### src/rtl/core/brmq_pkg.sv
// Shared constants, types and status codes for the bitmap multilevel ready queue.
// No dependencies; the pick, store and queue modules and the bench import this package.
`timescale 1ns / 1ps

package brmq_pkg;

    localparam int NUM_LEVELS = 32;
    localparam int RING_SIZE  = 16;
    localparam int ITEM_WIDTH = 32;

    localparam int LVL_W  = (NUM_LEVELS > 1) ? $clog2(NUM_LEVELS) : 1;
    localparam int PTR_W  = $clog2(RING_SIZE);
    localparam int ADDR_W = $clog2(NUM_LEVELS * RING_SIZE);

    localparam logic MODE_PUT = 1'b0;
    localparam logic MODE_GET = 1'b1;

    typedef enum logic [1:0] {
        ST_OK    = 2'd0,
        ST_FULL  = 2'd1,
        ST_EMPTY = 2'd2
    } status_t;

    // Outcome of the level search for a get
    typedef struct packed {
        logic             found;
        logic [LVL_W-1:0] level;
    } pick_t;

endpackage

### src/rtl/core/brmq_pick.sv
// Level search: most urgent occupied level at or above the floor level.
// Depends on brmq_pkg.
`timescale 1ns / 1ps

module brmq_pick
    import brmq_pkg::*;
(
    input  logic [NUM_LEVELS-1:0] occupied,
    input  logic [4:0]            floor_lvl,
    output pick_t                 pick
);

    always_comb
    begin
        pick.found = 1'b0;
        pick.level = '0;
        // scan from the least urgent end so the most urgent hit wins
        for (int i = NUM_LEVELS - 1; i >= 0; i--)
        begin
            if (occupied[i] && (i >= int'(floor_lvl)))
            begin
                pick.found = 1'b1;
                pick.level = LVL_W'(i);
            end
        end
    end

endmodule

### config.mk
export PLATFORM = sky130hd
export DESIGN_NAME = brmq_pick
export DESIGN_NICKNAME = d
export VERILOG_FILES = /design/src/rtl/core/brmq_pkg.sv /design/src/rtl/core/brmq_pick.sv
export SDC_FILE = /design/constraint.sdc
export NUM_CORES = 1
export LEC_CHECK = 0
export BUFFER_PORTS_ARGS = -buffer_cell sky130_fd_sc_hd__clkbuf_2
export CAP_MARGIN = 20
export CORE_ASPECT_RATIO = 1.4
export CORE_MARGIN = 5
export CORE_UTILIZATION = 51
export DETAILED_ROUTE_END_ITERATION = 10
export PLACE_DENSITY = 0.95
export REMOVE_ABC_BUFFERS = 1
export SLEW_MARGIN = 40
export SYNTH_ARGS = -nofsm -noshare
export SYNTH_HDL_FRONTEND = slang
export SYNTH_SLANG_ARGS = --single-unit
### constraint.sdc
create_clock -name vclk -period 1.8
set_input_delay 0.18 -clock vclk [all_inputs]
set_output_delay 0.18 -clock vclk [all_outputs]
set_load 0.05 [all_outputs]
==> flow_summary.toml, run 1 <==
[die]
initial_utilization = 0.526
floorplan.die.height_um = 62.7
die_width_um = 47.7
pin_count = 43
placementRows = 19

[yosys]
synth_cell_types = 51
post_synth_inst_count = 163
postSynthAreaPerCell_um2 = 6.22
synth_seq_area_share = 0
post_synth_design_cell_area_um2 = 1010
yosys_warnings = 0

[cts]
cts_resized = 62
cts.hold.buffers_added = 0
cts_setup_buffers = 5

[run_status]
result_of_the_run = "did not finish"
outcome.stop_stage = "4_1_cts"
stop_error = "[ERROR DPL-0033] detailed placement checks failed during check placement."

[placement]
placement.io_buffers = 43
gp_routability_congestion = 1.00
place_ws_ns = -0.434
place_hpwl_um = 3640
## stage by stage
step                      area (um^2)  instances  setup TNS (ns)
after detailed placement         1530        257           -2.08
after global placement           1530        257           -1.60
after floorplan                   917        151           -1.51
## cell families after synthesis
family,count (synthesis),synth area share
AOI/OAI and AO/OA,80,0.551
and+or+nand+nor,66,0.336
buffers and inverters,17,0.114
## cells in the mapped netlist, types with 4 or more instances
cell type	number	area, um^2
sky130_fd_sc_hd__a21oi_1	17	85.1
sky130_fd_sc_hd__nand2_1	17	63.8
sky130_fd_sc_hd__o21ai_0	15	75.1
sky130_fd_sc_hd__nor2_1	11	41.3
sky130_fd_sc_hd__buf_4	6	45.0
sky130_fd_sc_hd__nand3_1	6	30.0
sky130_fd_sc_hd__nor2b_1	6	37.5
sky130_fd_sc_hd__nor3_1	6	30.0
sky130_fd_sc_hd__inv_1	5	18.8
sky130_fd_sc_hd__nand2b_1	5	31.3
sky130_fd_sc_hd__a211oi_1	4	30.0
sky130_fd_sc_hd__a21boi_0	4	30.0
==> run 2: changes to the inputs <==
--- a/config.mk
+++ b/config.mk
@@ -7,11 +7,10 @@
 export LEC_CHECK = 0
 export BUFFER_PORTS_ARGS = -buffer_cell sky130_fd_sc_hd__clkbuf_2
 export CAP_MARGIN = 20
-export CORE_ASPECT_RATIO = 1.4
-export CORE_MARGIN = 5
-export CORE_UTILIZATION = 51
+export CORE_AREA = 5 5 66 68
 export DETAILED_ROUTE_END_ITERATION = 10
-export PLACE_DENSITY = 0.95
+export DIE_AREA = 0 0 71 73
+export PLACE_DENSITY_LB_ADDON = 0.15
 export REMOVE_ABC_BUFFERS = 1
 export SLEW_MARGIN = 40
 export SYNTH_ARGS = -nofsm -noshare
==> flow_summary.toml, run 2 <==
[yosys]
synth_cell_types = 51
yosys-top-cells-count = "sky130_fd_sc_hd__a21oi_1, sky130_fd_sc_hd__nand2_1, sky130_fd_sc_hd__o21ai_0, sky130_fd_sc_hd__nor2_1"
yosys_warnings = 0
post_synth_inst_count = 163
synth_seq_area_share = 0
synthTopCellsByArea = "sky130_fd_sc_hd__a21oi_1, sky130_fd_sc_hd__o21ai_0, sky130_fd_sc_hd__nand2_1"
postSynthAreaPerCell_um2 = 6.22
post_synth_design_cell_area_um2 = 1010
post_synth_top_area_share = 0.0840
synthDominantAreaCellType = "sky130_fd_sc_hd__a21oi_1"

[global_route]
globalRouteTotalUtil = 0.182
antenna_found_initial = 0
grt_start_max_net_pins = 17
grt_first_pass_wirelength_um = 7800
grt_pass1_vias = 1671
grt-ovfl-total = 0

[drt]
wire_per_inst_um = 15.5
vias = 1653
number_of_search_and_repair_iterations_in_the_first_detailed_routing_pass = 4
route.detailed.vias_per_inst = 5.35
route.antenna.remaining_nets = 0
detail_route.iter0.violations = 76
post_detailed_route_drc_marker_count = 0
drt-total-wl_um = 4780

[worst_setup_path]
crit_arrival_ns = 1.74
critical_path.slowest_cell = "sky130_fd_sc_hd__a311oi_4"
cp_max_fo = 4
critical_path.max_stage_delay_ns = 0.34
setup.worst_path.start_class = "input port"
worstSetupPathType = "in -> out"
cells_traversed_along_the_worst_timing_path = "clkbuf_16 -> buf_6 -> buf_6 -> a311oi_4 -> o311ai_4 -> a31oi_1 -> nor3_1 -> nor3_1 -> buf_4 -> buf_12"
critPathRequiredTime_ns = 1.62
worstSetupEndpointType = "primary output"

[finish]
multi_input_area_um2 = 1080
register_area_um2 = 0
final_layout_size_suffix_gt1_frac = 0.544
clock_buffer_count = 0
finish.cell_count_without_fillers = 309
syn_to_final_growth_pct = 103
final_util = 0.543
leading_cell_type_in_the_layout_fill_and_taps_excluded = "sky130_fd_sc_hd__buf_4"
mostFrequentLayoutCells = "sky130_fd_sc_hd__buf_4, sky130_fd_sc_hd__clkbuf_2, sky130_fd_sc_hd__nand2_1"
fillers = 378
antennaDiodeCount = 0
numSequentialCells = 0
num-nets-final = 298

[die]
die-area_um2 = 5180
placementRows = 23
pin_count = 43
die_width_um = 71
initial_utilization = 0.267
core_um2 = 3800
floorplan.die.height_um = 73

[timing]
timing.final.max_slew_violations = 0
max_slew.worst_pin.slew_ns = 0.340
final-setup-viol-count = 5
timing.final.crit_period_ns = 1.92
final_hold_viol_count = 0
fmaxAchievable_ghz = 0.520
slew_headroom = 0.772
worst_hold_slack_ns = 0.921
grt_setup_unrepaired = "true"
final_critical_path_setup_slack_ns = -0.122
final_critical_path_share_of_the_clock_period = 1.07

[power_and_ir_drop]
design_power_total_mw = 0.643
irDropWorstVdd_v = 0.000227
power.leakage_nw = 0.937
pwr_density_nw_per_um2 = 312

[hold_path]
timing.hold.worst.class = "in -> out"

[run_status]
violations = "setup timing"
result_of_the_run = "finished, violations left"

[placement]
placement.io_buffers = 43
placed_cells = 305
place_hpwl_um = 3680
gp_routability_congestion = 0.902
place_ws_ns = -0.368

[run]
max-cap-violations = 0
==> run 2: worst paths after layout <==
path | startpoint | endpoint | depth (start not counted)
min | occupied[20] | pick[1] | 5
max | floor_lvl[0] | pick[2] | 10
==> run 2: what timing repair did <==
action                     CTS  global route
pin swaps                   19             9
setup buffers                3             1
hold buffers                 0             0
setup endpoints to repair    6             6
resized for setup           53            24
==> run 2: cells by family after synthesis <==
logic type | synth area share
AO/OA/AOI/OAI | 0.551
AND/OR/NAND/NOR | 0.336
buffers and inverters | 0.114
==> run 2: area by class of cell <==
type,instances,share of cell area
multi-input combinational,146,0.524
timing repair buffer,108,0.436
tap,50,0.0303
inverter,5,0.00910
==> run 2: per-stage QoR <==
stage | setup TNS (ns) | instance area (um^2)
finish | -0.419 | 2060
global route | -0.862 | 2060
CTS | -0.334 | 1960
detailed placement | -2.05 | 1710
global placement | -1.96 | 1710
floorplan | -1.51 | 917
==> run 2: critical path, delay by kind of cell <==
kind / cells / cell delay, ns
AO/OA/AOI/OAI: 3 / 0.65
buffers and inverters: 5 / 0.64
AND/OR/NAND/NOR: 2 / 0.25
==> run 2: report_power, final <==
group	switching, mW	internal, mW	total [mW]
Combinational	0.314	0.329	0.643
Clock	0	0	0
Sequential	0	0	0
Total	0.314	0.329	0.643
==> run 2: per-layer routing <==
layer  track usage  up-vias  wire length, um
met5             0        -                0
met1         0.235      760             2080
li1              -      836                -
met4        0.0167        0               31
met3        0.0124        4              253
met2         0.342       53             2420
(Power assumes the default switching activity.)
